--- config.mk ---
export PLATFORM = sky130hd
export DESIGN_NAME = wav_header_parser_top
export DESIGN_NICKNAME = d
export VERILOG_FILES = /design/src/rtl/wavhp_pkg.sv /design/src/rtl/wavhp_in_stage.sv /design/src/rtl/wavhp_parser.sv /design/src/rtl/wavhp_out_stage.sv /design/src/rtl/wav_header_parser_top.sv
export VERILOG_INCLUDE_DIRS = /design/src /design/src/rtl
export SDC_FILE = /design/constraint.sdc
export NUM_CORES = 1
export LEC_CHECK = 0
export ABC_CLOCK_PERIOD_IN_PS = 13600
export BUFFER_PORTS_ARGS = -buffer_cell sky130_fd_sc_hd__clkbuf_2
export CAP_MARGIN = 25
export CORE_ASPECT_RATIO = 2
export CORE_MARGIN = 1
export CORE_UTILIZATION = 45
export CTS_CLUSTER_DIAMETER = 40
export DETAILED_ROUTE_END_ITERATION = 10
export GPL_ROUTABILITY_DRIVEN = 0
export PLACE_DENSITY_LB_ADDON = 0.12
export SLEW_MARGIN = 20
export SYNTH_ARGS = -nofsm -noshare
export SYNTH_HDL_FRONTEND = slang
export SYNTH_SLANG_ARGS = --single-unit
--- constraint.sdc ---
create_clock -name clk -period 13.6 [get_ports clk]
set_clock_uncertainty 0.05 [all_clocks]
set_input_delay 2.04 -clock clk [delete_from_list [all_inputs] [get_ports clk]]
set_output_delay 2.04 -clock clk [all_outputs]
set_load 0.03 [all_outputs]
--- src/rtl/assert_macros.svh ---
// Assertion helpers used by the RTL parser.
`ifndef ASSERT_MACROS_SVH
`define ASSERT_MACROS_SVH

// Same-cycle implication, disabled while reset is high.
`define WAVHP_ASSERT_NOW(label, clk, rst, ante, cons) \
  label: assert property (@(posedge clk) disable iff (rst) (ante) |-> (cons)) \
    else $error("assertion failed");

// Next-cycle implication, disabled while reset is high.
`define WAVHP_ASSERT_NEXT(label, clk, rst, ante, cons) \
  label: assert property (@(posedge clk) disable iff (rst) (ante) |=> (cons)) \
    else $error("assertion failed");

`endif

--- src/rtl/wavhp_pkg.sv ---
package wavhp_pkg;

  typedef struct packed {
    logic [7:0] in_byte;
    logic       start_of_file;
  } in_t;

  typedef struct packed {
    logic [1:0]  result_kind;
    logic [15:0] audio_format;
    logic [15:0] channel_count;
    logic [31:0] sample_rate;
    logic [31:0] byte_rate;
    logic [15:0] block_align;
    logic [15:0] sample_bits;
    logic [31:0] payload_length;
    logic [7:0]  payload_byte;
    logic        last_payload;
  } out_t;

  localparam logic [1:0] KIND_HEADER  = 2'd0;
  localparam logic [1:0] KIND_ERROR   = 2'd1;
  localparam logic [1:0] KIND_PAYLOAD = 2'd2;

  typedef enum logic [3:0] {
    PH_RIFF_TAG  = 4'd0,
    PH_RIFF_SIZE = 4'd1,
    PH_WAVE_TAG  = 4'd2,
    PH_HDR_PRE   = 4'd3,
    PH_SKIP_PRE  = 4'd4,
    PH_FMT_LO    = 4'd5,
    PH_FMT_HI    = 4'd6,
    PH_FMT_EXTRA = 4'd7,
    PH_HDR_POST  = 4'd8,
    PH_SKIP_POST = 4'd9,
    PH_PAYLOAD   = 4'd10,
    PH_IDLE      = 4'd11
  } phase_t;

  localparam logic [31:0] TAG_RIFF = 32'h5249_4646;
  localparam logic [31:0] TAG_WAVE = 32'h5741_5645;
  localparam logic [31:0] TAG_FMT  = 32'h666D_7420;
  localparam logic [31:0] TAG_DATA = 32'h6461_7461;

  localparam logic [31:0] FMT_BASE_LEN = 32'd16;
  localparam int          FMT_BYTES    = 16;

endpackage

--- src/rtl/wavhp_in_stage.sv ---
module wavhp_in_stage (
  input  logic            clk,
  input  logic            rst,
  input  logic            byte_valid,
  output logic            byte_ready,
  input  wavhp_pkg::in_t  byte_item,
  input  logic            take,
  output logic            held_valid,
  output wavhp_pkg::in_t  held_item
);

  logic load;

  // Free when empty or when the held transaction leaves this cycle.
  assign byte_ready = !held_valid || take;
  assign load       = byte_valid && byte_ready;

  always_ff @(posedge clk) begin
    if (rst) begin
      held_valid <= 1'b0;
    end else if (load) begin
      held_valid <= 1'b1;
    end else if (take) begin
      held_valid <= 1'b0;
    end
  end

  always_ff @(posedge clk) begin
    if (load) begin
      held_item <= byte_item;
    end
  end

endmodule

--- src/rtl/wavhp_parser.sv ---
`include "assert_macros.svh"

module wavhp_parser (
  input  logic             clk,
  input  logic             rst,
  input  logic             held_valid,
  input  wavhp_pkg::in_t   held_item,
  input  logic             slot_free,
  output logic             take,
  output logic             push,
  output wavhp_pkg::out_t  res
);

  wavhp_pkg::phase_t phase, phase_next, cur_phase;
  logic [2:0]  idx, idx_next, cur_idx;
  logic [31:0] tag, tag_next, cur_tag;
  logic [31:0] sacc, sacc_next, cur_sacc;
  logic [31:0] skip, skip_next, cur_skip;
  logic [31:0] drem, drem_next, cur_drem;
  logic [7:0]  fmt [wavhp_pkg::FMT_BYTES];
  logic        fmt_we;
  logic [3:0]  fmt_addr;
  logic        has_result;
  logic [7:0]  b;
  logic [31:0] tag_sh;
  logic [31:0] sacc_full;
  logic        hdr_done;

  assign b = held_item.in_byte;

  // Start of file restarts the parse from the cleared state.
  always_comb begin
    if (held_item.start_of_file) begin
      cur_phase = wavhp_pkg::PH_RIFF_TAG;
      cur_idx   = '0;
      cur_tag   = '0;
      cur_sacc  = '0;
      cur_skip  = '0;
      cur_drem  = '0;
    end else begin
      cur_phase = phase;
      cur_idx   = idx;
      cur_tag   = tag;
      cur_sacc  = sacc;
      cur_skip  = skip;
      cur_drem  = drem;
    end
  end

  assign tag_sh   = {cur_tag[23:0], b};
  assign hdr_done = (cur_idx == 3'd7);

  // Size bytes arrive little-endian into the lane picked by the index.
  always_comb begin
    sacc_full = cur_sacc;
    case (cur_idx[1:0])
      2'd0:    sacc_full[7:0]   = cur_sacc[7:0]   | b;
      2'd1:    sacc_full[15:8]  = cur_sacc[15:8]  | b;
      2'd2:    sacc_full[23:16] = cur_sacc[23:16] | b;
      default: sacc_full[31:24] = cur_sacc[31:24] | b;
    endcase
  end

  // Next-state logic.
  always_comb begin
    phase_next = cur_phase;
    idx_next   = cur_idx;
    tag_next   = cur_tag;
    sacc_next  = cur_sacc;
    skip_next  = cur_skip;
    drem_next  = cur_drem;
    unique case (cur_phase)
      wavhp_pkg::PH_RIFF_TAG, wavhp_pkg::PH_WAVE_TAG: begin
        tag_next = tag_sh;
        idx_next = cur_idx + 3'd1;
        if (cur_idx == 3'd3) begin
          idx_next = '0;
          if (cur_phase == wavhp_pkg::PH_RIFF_TAG) begin
            if (tag_sh != wavhp_pkg::TAG_RIFF) begin
              phase_next = wavhp_pkg::PH_IDLE;
            end else begin
              phase_next = wavhp_pkg::PH_RIFF_SIZE;
              tag_next   = '0;
            end
          end else begin
            if (tag_sh != wavhp_pkg::TAG_WAVE) begin
              phase_next = wavhp_pkg::PH_IDLE;
            end else begin
              phase_next = wavhp_pkg::PH_HDR_PRE;
              tag_next   = '0;
            end
          end
        end
      end
      wavhp_pkg::PH_RIFF_SIZE: begin
        idx_next = cur_idx + 3'd1;
        if (cur_idx == 3'd3) begin
          idx_next   = '0;
          phase_next = wavhp_pkg::PH_WAVE_TAG;
        end
      end
      wavhp_pkg::PH_HDR_PRE, wavhp_pkg::PH_HDR_POST: begin
        idx_next = cur_idx + 3'd1;
        if (!cur_idx[2]) begin
          tag_next = tag_sh;
        end else begin
          sacc_next = sacc_full;
        end
        if (hdr_done) begin
          tag_next  = '0;
          sacc_next = '0;
          if (cur_phase == wavhp_pkg::PH_HDR_PRE) begin
            if (cur_tag == wavhp_pkg::TAG_FMT) begin
              skip_next  = (sacc_full > wavhp_pkg::FMT_BASE_LEN) ?
                           sacc_full - wavhp_pkg::FMT_BASE_LEN : '0;
              phase_next = wavhp_pkg::PH_FMT_LO;
            end else begin
              skip_next  = sacc_full;
              phase_next = (sacc_full != '0) ? wavhp_pkg::PH_SKIP_PRE
                                             : wavhp_pkg::PH_HDR_PRE;
            end
          end else begin
            if (cur_tag == wavhp_pkg::TAG_DATA) begin
              drem_next  = sacc_full;
              phase_next = (sacc_full != '0) ? wavhp_pkg::PH_PAYLOAD
                                             : wavhp_pkg::PH_IDLE;
            end else begin
              skip_next  = sacc_full;
              phase_next = (sacc_full != '0) ? wavhp_pkg::PH_SKIP_POST
                                             : wavhp_pkg::PH_HDR_POST;
            end
          end
        end
      end
      wavhp_pkg::PH_SKIP_PRE, wavhp_pkg::PH_SKIP_POST, wavhp_pkg::PH_FMT_EXTRA: begin
        if (cur_skip != '0) begin
          skip_next = cur_skip - 32'd1;
        end
        if (cur_skip <= 32'd1) begin
          phase_next = (cur_phase == wavhp_pkg::PH_SKIP_PRE) ? wavhp_pkg::PH_HDR_PRE
                                                             : wavhp_pkg::PH_HDR_POST;
        end
      end
      wavhp_pkg::PH_FMT_LO, wavhp_pkg::PH_FMT_HI: begin
        idx_next = cur_idx + 3'd1;
        if (hdr_done) begin
          if (cur_phase == wavhp_pkg::PH_FMT_LO) begin
            phase_next = wavhp_pkg::PH_FMT_HI;
          end else begin
            phase_next = (cur_skip != '0) ? wavhp_pkg::PH_FMT_EXTRA
                                          : wavhp_pkg::PH_HDR_POST;
          end
        end
      end
      wavhp_pkg::PH_PAYLOAD: begin
        if (cur_drem != '0) begin
          drem_next = cur_drem - 32'd1;
        end
        if (cur_drem <= 32'd1) begin
          phase_next = wavhp_pkg::PH_IDLE;
        end
      end
      default: begin
        phase_next = cur_phase;
      end
    endcase
  end

  // Output logic: result decode and fmt byte write.
  always_comb begin
    res        = '0;
    has_result = 1'b0;
    fmt_we     = 1'b0;
    fmt_addr   = {cur_phase == wavhp_pkg::PH_FMT_HI, cur_idx};
    unique case (cur_phase)
      wavhp_pkg::PH_RIFF_TAG: begin
        if (cur_idx == 3'd3 && tag_sh != wavhp_pkg::TAG_RIFF) begin
          has_result      = 1'b1;
          res.result_kind = wavhp_pkg::KIND_ERROR;
        end
      end
      wavhp_pkg::PH_WAVE_TAG: begin
        if (cur_idx == 3'd3 && tag_sh != wavhp_pkg::TAG_WAVE) begin
          has_result      = 1'b1;
          res.result_kind = wavhp_pkg::KIND_ERROR;
        end
      end
      wavhp_pkg::PH_FMT_LO, wavhp_pkg::PH_FMT_HI: begin
        fmt_we = 1'b1;
      end
      wavhp_pkg::PH_HDR_POST: begin
        if (hdr_done && cur_tag == wavhp_pkg::TAG_DATA) begin
          has_result         = 1'b1;
          res.result_kind    = wavhp_pkg::KIND_HEADER;
          res.audio_format   = {fmt[1], fmt[0]};
          res.channel_count  = {fmt[3], fmt[2]};
          res.sample_rate    = {fmt[7], fmt[6], fmt[5], fmt[4]};
          res.byte_rate      = {fmt[11], fmt[10], fmt[9], fmt[8]};
          res.block_align    = {fmt[13], fmt[12]};
          res.sample_bits    = {fmt[15], fmt[14]};
          res.payload_length = sacc_full;
        end
      end
      wavhp_pkg::PH_PAYLOAD: begin
        has_result       = 1'b1;
        res.result_kind  = wavhp_pkg::KIND_PAYLOAD;
        res.payload_byte = b;
        res.last_payload = (cur_drem <= 32'd1);
      end
      default: begin
        has_result = 1'b0;
      end
    endcase
  end

  // Items without a result never wait on the output side.
  assign take = held_valid && (!has_result || slot_free);
  assign push = take && has_result;

  always_ff @(posedge clk) begin
    if (rst) begin
      phase <= wavhp_pkg::PH_RIFF_TAG;
      idx   <= '0;
      tag   <= '0;
      sacc  <= '0;
      skip  <= '0;
      drem  <= '0;
    end else if (take) begin
      phase <= phase_next;
      idx   <= idx_next;
      tag   <= tag_next;
      sacc  <= sacc_next;
      skip  <= skip_next;
      drem  <= drem_next;
    end
  end

  always_ff @(posedge clk) begin
    if (take && fmt_we) begin
      fmt[fmt_addr] <= b;
    end
  end

  `WAVHP_ASSERT_NEXT(a_error_parks, clk, rst,
    push && res.result_kind == wavhp_pkg::KIND_ERROR, phase == wavhp_pkg::PH_IDLE)
  `WAVHP_ASSERT_NEXT(a_last_parks, clk, rst,
    push && res.result_kind == wavhp_pkg::KIND_PAYLOAD && res.last_payload,
    phase == wavhp_pkg::PH_IDLE)
  `WAVHP_ASSERT_NOW(a_tag_index, clk, rst,
    phase == wavhp_pkg::PH_RIFF_TAG || phase == wavhp_pkg::PH_WAVE_TAG ||
    phase == wavhp_pkg::PH_RIFF_SIZE, !idx[2])

endmodule

--- src/rtl/wavhp_out_stage.sv ---
module wavhp_out_stage (
  input  logic             clk,
  input  logic             rst,
  input  logic             push,
  input  wavhp_pkg::out_t  res,
  output logic             slot_free,
  output logic             result_valid,
  input  logic             result_ready,
  output wavhp_pkg::out_t  result_item
);

  // Accept a new result when empty or when the waiting one is taken now.
  assign slot_free = !result_valid || result_ready;

  always_ff @(posedge clk) begin
    if (rst) begin
      result_valid <= 1'b0;
    end else if (push) begin
      result_valid <= 1'b1;
    end else if (result_ready) begin
      result_valid <= 1'b0;
    end
  end

  always_ff @(posedge clk) begin
    if (push) begin
      result_item <= res;
    end
  end

endmodule

--- src/rtl/wav_header_parser_top.sv ---
// RIFF/WAVE header parser. Feed the file one byte per transaction, raising
// start_of_file on its first byte; the parser checks the RIFF and WAVE tags,
// skips unknown chunks by their stated size (no pad byte), captures the first
// 16 bytes of the fmt chunk and, at the data chunk header, returns one header
// result followed by one payload result per data byte, the final one flagged
// with last_payload. A bad tag returns a single error result, after which
// bytes are dropped until the next start_of_file. Throughput is one byte per
// clock cycle while no result byte waits on a full output register: the byte
// sits in an input register, one parse step updates the small counters and
// shift registers, and any result lands in an output register at the clock
// edge at which the parse step takes its byte from the input register.
// Bytes that produce no result keep flowing while a result waits at the
// output; a byte that produces one is held until the output register frees.
// Fields that do not belong to a result's kind are zero.
module wav_header_parser_top (
  input  logic             clk,
  input  logic             rst,
  input  logic             byte_valid,
  output logic             byte_ready,
  input  wavhp_pkg::in_t   byte_item,
  output logic             result_valid,
  input  logic             result_ready,
  output wavhp_pkg::out_t  result_item
);

  logic            held_valid;
  wavhp_pkg::in_t  held_item;
  logic            take;
  logic            push;
  logic            slot_free;
  wavhp_pkg::out_t res;

  // Input register: hold one incoming transaction for the parse step.
  wavhp_in_stage u_in (
    .clk        (clk),
    .rst        (rst),
    .byte_valid (byte_valid),
    .byte_ready (byte_ready),
    .byte_item  (byte_item),
    .take       (take),
    .held_valid (held_valid),
    .held_item  (held_item)
  );

  // Parse step: advance the phase and counters, decode any result.
  wavhp_parser u_parser (
    .clk        (clk),
    .rst        (rst),
    .held_valid (held_valid),
    .held_item  (held_item),
    .slot_free  (slot_free),
    .take       (take),
    .push       (push),
    .res        (res)
  );

  // Result register: hold a result until the consumer takes it.
  wavhp_out_stage u_out (
    .clk          (clk),
    .rst          (rst),
    .push         (push),
    .res          (res),
    .slot_free    (slot_free),
    .result_valid (result_valid),
    .result_ready (result_ready),
    .result_item  (result_item)
  );

endmodule

Word-level counts from Yosys, hierarchy flattened
Memory sizes are Yosys's and may differ from the RTL's. A register that Yosys moved wholly into a read port is not among the register bits.
Index checks and enable logic that the tools add are counted.
{"block": "totals", "output_inout_bits": 173, "reg_bits": 189, "mem_bits_rw": 128, "input_bits": 13, "memories": 1}
{"name": "u_parser.fmt", "words": 16, "word_bits": 8, "rd": 16, "rd_clocked_by_memory_dff": 16, "wr": 1, "line_no": "wavhp_parser.sv:20", "text": "logic [7:0] fmt [wavhp_pkg::FMT_BYTES];"}
{"block": "classes", "muxes": 67, "addsub": 4, "eq_ne": 18, "n_reduce_logical": 44, "n_bitwise": 4, "order_cmp": 3}
{"operator": "$mux 32", "count": 23}
{"operator": "$pmux 32 s2", "count": 3}
{"operator": "$reduce_bool 32->1", "count": 3}
{"operator": "$eq 32x31->1 const B", "count": 2}
{"operator": "$le 32x1->1 const B", "count": 2}
{"operator": "$mux 4", "count": 16}
{"operator": "$ne 32x31->1 const B", "count": 2}
{"operator": "$sub 32x1->32 const B", "count": 2}
{"operator": "$gt 32x5->1 const B", "count": 1}
{"operator": "$mux 8", "count": 4}
{"operator": "$or 8x8->8", "count": 4}
{"operator": "$sub 32x5->32 const B", "count": 1}
{"operator": "$pmux 4 s6", "count": 1}
{"operator": "$logic_not 1->1", "count": 19}
{"operator": "$eq 4x3->1 const B", "count": 4}
{"operator": "$mux 1", "count": 14}
{"operator": "$eq 4x4->1 const B", "count": 3}
{"operator": "$mux 3", "count": 3}
{"operator": "$reduce_or 3->1", "count": 3}
{"operator": "$eq 4x2->1 const B", "count": 2}
{"operator": "$pmux 2 s4", "count": 1}
{"operator": "$logic_and 1x1->1", "count": 7}
{"operator": "$pmux 3 s2", "count": 1}
{"operator": "$reduce_or 2->1", "count": 3}
{"operator": "13 further kinds", "count": 16}

Depth between registers and ports, before layout
{"block": "logic_depth", "word_depth": 11, "ltp_mapped": 23, "ltp_nobuf": 13}

Hierarchy
Synthesis repeated with hierarchy kept, for this count alone.
{"block": "hier_totals", "cells_unflattened": 1830, "area_unflattened_um2": 20063.0}
{"module": "wavhp_parser", "instances": 1, "area_per_inst_um2": 14556.5, "cells_per_inst": 1641, "seq_area_each_um2": 6546.3}
{"module": "wavhp_out_stage", "instances": 1, "area_per_inst_um2": 5181.2, "cells_per_inst": 175, "seq_area_each_um2": 5154.9}
{"module": "wavhp_in_stage", "instances": 1, "area_per_inst_um2": 325.3, "cells_per_inst": 14, "seq_area_each_um2": 290.3}

Least setup slack after synthesis
Ideal clock, no wire load.
{"block": "synth_path", "kind": "register to register", "from": "reg, netlist name u_in.held_item[0]", "to": "reg, netlist name u_out.result_item[0]", "slack_ns": 0.428, "t_required_ns": 12.747, "setup_ns": 0.803, "arrival_time_ns": 12.318, "path_stages_with_launch": 19, "n_path_buf": 9, "cell_sequence": "edfxtp_1 -> buf_6 -> inv_2 -> buf_6 -> buf_2 -> buf_1 -> buf_1 -> clkbuf_1 -> nand2_1 -> inv_1 -> ha_1 -> ha_1 -> clkbuf_1 -> clkinv_1 -> nor3_4 -> nand4_1 -> clkbuf_1 -> buf_1 -> a31oi_1"}
{"block": "synth_between", "elab_chain_len": 9, "elab_cells_between_ends": 23}
{"item": "$mux 32 or $mux 3 (tied branches)", "line_no": "wavhp_parser.sv:33", "text": "if (held_item.start_of_file) begin"}
{"item": "$eq 32x31->1, or another cell as far along", "line_no": "wavhp_parser.sv:192", "text": "if (hdr_done && cur_tag == wavhp_pkg::TAG_DATA) begin"}
{"item": "$logic_and 1x1->1, on equally long branches", "line_no": "wavhp_parser.sv:192, wavhp_parser.sv:177, wavhp_parser.sv:183"}
{"item": "$mux 1, on equally long branches", "line_no": "wavhp_parser.sv:192, wavhp_parser.sv:177, wavhp_parser.sv:183"}
{"item": "$pmux 1 s4 (*)", "line_no": "wavhp_parser.sv:175", "text": "unique case (cur_phase)"}
{"item": "$logic_not 1->1", "line_no": "wavhp_parser.sv:217", "text": "assign take = held_valid && (!has_result || slot_free);"}
{"item": "$logic_or 1x1->1", "line_no": "wavhp_parser.sv:217"}
{"item": "$logic_and 1x1->1", "line_no": "wavhp_parser.sv:217"}
{"item": "$logic_and 1x1->1 (*)", "line_no": "wavhp_parser.sv:218", "text": "assign push = take && has_result;"}
{"item": "via push", "line_no": "wav_header_parser_top.sv:29", "text": "logic push;"}
Mark *: on every way through the listed nets, which the timed path passes. The rest lies on a longest branch.
A chain may end at the register's enable or synchronous reset.

Worst setup path after layout
{"block": "layout_path", "from": "reg, netlist name u_in.held_item[0]", "to": "out byte_ready"}
{"block": "layout_between", "elab_chain_len": 9, "elab_cells_between_ends": 23}
{"item": "$mux 32 or $mux 3 (tied branches)", "line_no": "wavhp_parser.sv:33"}
{"item": "$eq 32x31->1, or another cell as far along", "line_no": "wavhp_parser.sv:192"}
{"item": "$logic_and 1x1->1, on equally long branches", "line_no": "wavhp_parser.sv:192, wavhp_parser.sv:177, wavhp_parser.sv:183"}
{"item": "$mux 1, on equally long branches", "line_no": "wavhp_parser.sv:192, wavhp_parser.sv:177, wavhp_parser.sv:183"}
{"item": "$pmux 1 s4 (*)", "line_no": "wavhp_parser.sv:175"}
{"item": "$logic_not 1->1 (*)", "line_no": "wavhp_parser.sv:217"}
{"item": "$logic_or 1x1->1 (*)", "line_no": "wavhp_parser.sv:217"}
{"item": "$logic_and 1x1->1 (*)", "line_no": "wavhp_parser.sv:217"}
{"item": "$logic_or 1x1->1 (*)", "line_no": "wavhp_in_stage.sv:15", "text": "assign byte_ready = !held_valid || take;"}
{"item": "to (decl)", "line_no": "wav_header_parser_top.sv:19", "text": "output logic byte_ready,"}
Mark *: on every way between the ends. The rest lies on a longest branch, timed or not.

==> run summary <==
The net switching share of the total power works out to 0.251. The number of pins with negative max-slew slack in the final report is 0. The maximum resistive drop on vdd was 0.0847 mV; the detailed placement HPWL was 44.5 mm.

The setup check on the worst reg-to-reg path leaves a slack of 7.26 ns. The maximum operating frequency was 142 MHz; the actual transition at the worst max-transition pin was 1.09 ns. The die covers 46,500 um2. Via count of the first global-routing pass: 15,900. For this run, the slowest stage of the critical path takes 0.49 ns. In this run, post-CTS repair resized a total of 0 instances. Counting every net in the synthesized netlist gives 1,887. The slowest cell on the critical path was buf_4. The worst reg-to-reg path cell count came out at 15.

The run gives 0 as the aggregate global routing overflow. The proportion of synthesized flip-flops having asynchronous set or reset came out at 0. In the synthesized netlist the dominant register cell turns out to be edfxtp_1. The worst min-delay path category was reg2reg. After clock tree synthesis, the clock-pin slew on the worst setup and hold paths is 0.06 ns. The internal portion of total power was 2.22 mW. Post-detailed-route wirelength per cell: 25.0 um. Entering global routing, the biggest net connects 161 pins. Yosys mapped a number of flops with a built-in enable equal to 308. The core region is 45,000 um2. In this run the vertical extent of the chip is 304 um.

The H-tree depth reported by CTS was 2; the count of buffering cells on the critical path with inverters included was 8. Setup repair after global routing left no endpoint under its margin. The sum of routed wire length over all layers was 64.8 mm; the post-detailed-route DRC marker count was 0.

Yosys mapped the design onto 99 distinct sky130hd cell types. The logs give 0.57 ns for the later-pin clock latency in the skew report and 0 ns for the setup TNS. For the initial antenna violation count, the log shows 0. The part of the cycle the worst path needs was 0.517. The area of the mapped netlist is 20,500 um2, and the end-of-flow core utilization is 0.519. The startpoint identified for the worst hold timing path is u_parser.sacc[2]$_SDFFE_PP0N_. Classification of the worst setup path: reg2out. TritonCTS built the clock tree.

In this run the critical register-to-register path is captured at u_out.result_item[34]$_SDFFCE_PN0P_. Subtracting the final worst setup slack from the clock period gives 7.03 ns. Walking the worst path, the cells encountered are buf_4, inv_2, buf_4, nand2_1, inv_1, ha_1, ha_1, buf_4, clkinv_1, nor3_4, buf_4, and2_1, o31ai_1, or2_1, clkbuf_2. Max-cap violations in this run came to 0. For the remaining antenna violation count after routing, the log shows 0. Row generation in the floorplan step produced 110 rows.

The tree built by TritonCTS fans out to 445 sinks. Number of instances in the synthesized netlist: 1,858. Leaving out filler cells and counting taps, the final layout contains 2,592. The proportion of power drawn by combinational gates was 0.083. The number of detailed-route iterations in the first pass was 5; the routed via count divided by cell count was 6.28.

The mean area per synthesized cell is 11.0 um2, and the total of hold buffers inserted after clock tree synthesis is 0. Pin placement for this block handled 186 I/O pins. After detailed placement, the total cell area comes to 21,900 um2. Buffers added to address setup during post-CTS repair amount to 0. The run gives 0 as the count of final hold-check violations. The flow ran to the end, and the final reports show no timing, DRC or antenna violations. For the worst setup path, the data arrival time is 4.94 ns. The synthesized design spends more area on one cell type than any other, namely edfxtp_1.

The violation count after the first detailed-routing iteration came out at 1,671. STA classifies the critical path startpoint as a register. Worst hold endpoint: u_parser.sacc[2]$_SDFFE_PP0N_. The wire length of the first global-routing pass came out at 97.2 mm. Yosys printed 0 warnings. The number of buffer cells added on primary ports is 185, and the starting utilization of the core area is 0.456. The synthesis-to-layout area growth is 13.8%.

STA classifies the critical path endpoint as an output pin. By area the synthesized netlist is led by edfxtp_1, dfxtp_1, and3_1. For the overall track demand over capacity in global routing, the log shows 0.275.

The required time at the endpoint of the critical path is 11.51 ns, and the final layout net count is 2,026. Cell chosen for the clock root: clkbuf_16. In the layout the commonest cells are edfxtp_1, clkbuf_2, nor2_1.

The most numerous cell type found on the critical path is buf_4. Power spread over the standard cell area amounts to 127 nW/um2. The tools report the worst-case headroom to the max-slew limit as 0.271. The sequential cell fraction of total power is 0.500, and the width of the chip is 153 um.

Power comes to 2.96 mW. The number of instances on the worst hold path is 2, and the number of antenna repair diodes is 0. The library cell used most frequently in the layout, excluding fill and tap cells, is edfxtp_1.

The logs give 0 for the count of final setup violators and 0.417 for the part of the total power dissipated in the clock network. The ratio of cells with drive above 1 in the final layout is 0.178. In this run the worst path has a maximum fanout of 60. The clock passes through at most 3 buffers. After routing the design area is 23,400 um2. Portion of the post-synthesis area used by sequential elements: 0.584. In this design, the largest share of critical-path delay is due to buffers and inverters. The proportion of netlist area held by the largest area contributor was 0.451.

The post-synthesis register bit count was 445. The startpoint identified for the worst register-to-register timing path is u_in.held_item[0]$_DFFE_PP_. The number of buffers created by CTS came out at 45. For the placed cell count, the log shows 2,508. In this run the power spent charging and discharging nets is 0.743 mW. The via count was 16,300; the leakage power was 8.19 nW.
==> registers in the layout, summed over array words and instances, names as in the netlist <==
signal / flops
u_parser.sacc: 32
u_in.held_item: 9
u_parser.drem: 32
u_out.result_item: 171
u_parser.phase: 4
u_parser.tag: 32
u_parser.idx: 3
u_parser.fmt: 128
u_in.held_valid: 1
u_out.result_valid: 1
u_parser.skip: 32
==> per-layer routing <==
metal,vias to the layer above,global-route usage,routed length (um)
li1,7374,-,-
met1,7834,0.292,22900
met3,259,0.0318,3510
met5,-,0,0
met4,0,0.212,5170
met2,800,0.495,33200
==> kinds of logic (layout without fill, tap and decap cells) <==
logic type / count (synthesis) / after routing / share of synthesized area
flip-flops: 445 / 445 / 0.584
AND/OR/NAND/NOR: 682 / 682 / 0.186
buffers and inverters: 157 / 331 / 0.0355
AO/OA/AOI/OAI: 528 / 528 / 0.171
adder cells (fa/ha/maj): 16 / 16 / 0.00976
multiplexers: 8 / 8 / 0.00415
XOR/XNOR: 22 / 22 / 0.00939
==> worst register-to-register path, cell delays in order, from the launching register on <==
cell and delay [ns]:
edfxtp_1 0.35, buf_4 0.29, inv_2 0.10, buf_4 0.41, nand2_1 0.20, inv_1 0.11, ha_1 0.18, ha_1 0.15
buf_4 0.31, clkinv_1 0.47, nor3_4 0.27, buf_4 0.49, nand4_1 0.70, buf_4 0.51, a31oi_4 0.54, buf_12 0.58
==> stage by stage <==
step,hold slack (ns),worst slack (ns)
2_1_floorplan,0.376,0.428
3_3_place_gp,0.390,6.90
3_5_place_dp,0.404,6.83
4_1_cts,0.421,6.22
5_1_grt,0.440,6.34
6_report,0.419,6.57
==> layout make-up <==
type | count | area, um2
flip-flops and latches | 445 | 12000
well taps | 560 | 701
clock buffers | 60 | 1240
repair buffers | 226 | 1280
inverters | 23 | 86.3
multi-input cells | 1256 | 7840
fillers | 4020 | 21700
clock inverters | 22 | 214
==> synth_stat cells (7+ instances only) <==
| cell | number |
|---|---|
| nor2_1 | 176 |
| a211oi_1 | 12 |
| xnor2_1 | 18 |
| o21ai_1 | 21 |
| a22o_1 | 35 |
| o21ai_0 | 142 |
| or3_1 | 14 |
| a31oi_1 | 29 |
| nand2_1 | 115 |
| dfxtp_1 | 137 |
| buf_2 | 27 |
| nand2b_1 | 8 |
| nand4_1 | 20 |
| inv_1 | 18 |
| ha_1 | 16 |
| a21oi_1 | 93 |
| edfxtp_1 | 308 |
| clkbuf_1 | 80 |
| a32o_1 | 7 |
| nand3_1 | 24 |
| nor2b_1 | 20 |
| and3_1 | 135 |
| o31ai_1 | 7 |
| o21a_1 | 10 |
| o311ai_0 | 10 |
| o211ai_1 | 18 |
| buf_6 | 8 |
| and2_1 | 31 |
| a22oi_1 | 38 |
| or4_1 | 8 |
| buf_4 | 12 |
| o2111ai_1 | 10 |
| nor3_1 | 49 |
| nor4_1 | 18 |
| o22ai_1 | 17 |
==> power groups by stage <==
stage | Sequential [mW] | Combinational [mW] | Clock (mW)
after floorplan | 1.52 | 0.152 | 0
after global placement | 1.51 | 0.236 | 0
after detailed placement | 1.51 | 0.238 | 0
after CTS | 1.48 | 0.239 | 1.26
after global routing | 1.48 | 0.259 | 1.30
final | 1.48 | 0.244 | 1.23
==> worst max path at each step <==
| stage | from | to | slack [ns] | cells after the start |
|---|---|---|---|---|
| floorplan | u_in.held_item[0]$_DFFE_PP_ | u_out.result_item[0]$_SDFFCE_PN0P_ | 0.43 | 18 |
| global placement | u_in.held_item[0]$_DFFE_PP_ | byte_ready | 6.90 | 15 |
| detailed placement | u_in.held_item[0]$_DFFE_PP_ | u_out.result_item[32]$_SDFFCE_PN0P_ | 6.83 | 15 |
| CTS | u_in.held_item[0]$_DFFE_PP_ | byte_ready | 6.22 | 15 |
| global route | u_in.held_item[0]$_DFFE_PP_ | byte_ready | 6.34 | 15 |
| finish | u_in.held_item[0]$_DFFE_PP_ | byte_ready | 6.57 | 15 |
Note: power is estimated with default switching activity, not from simulation.
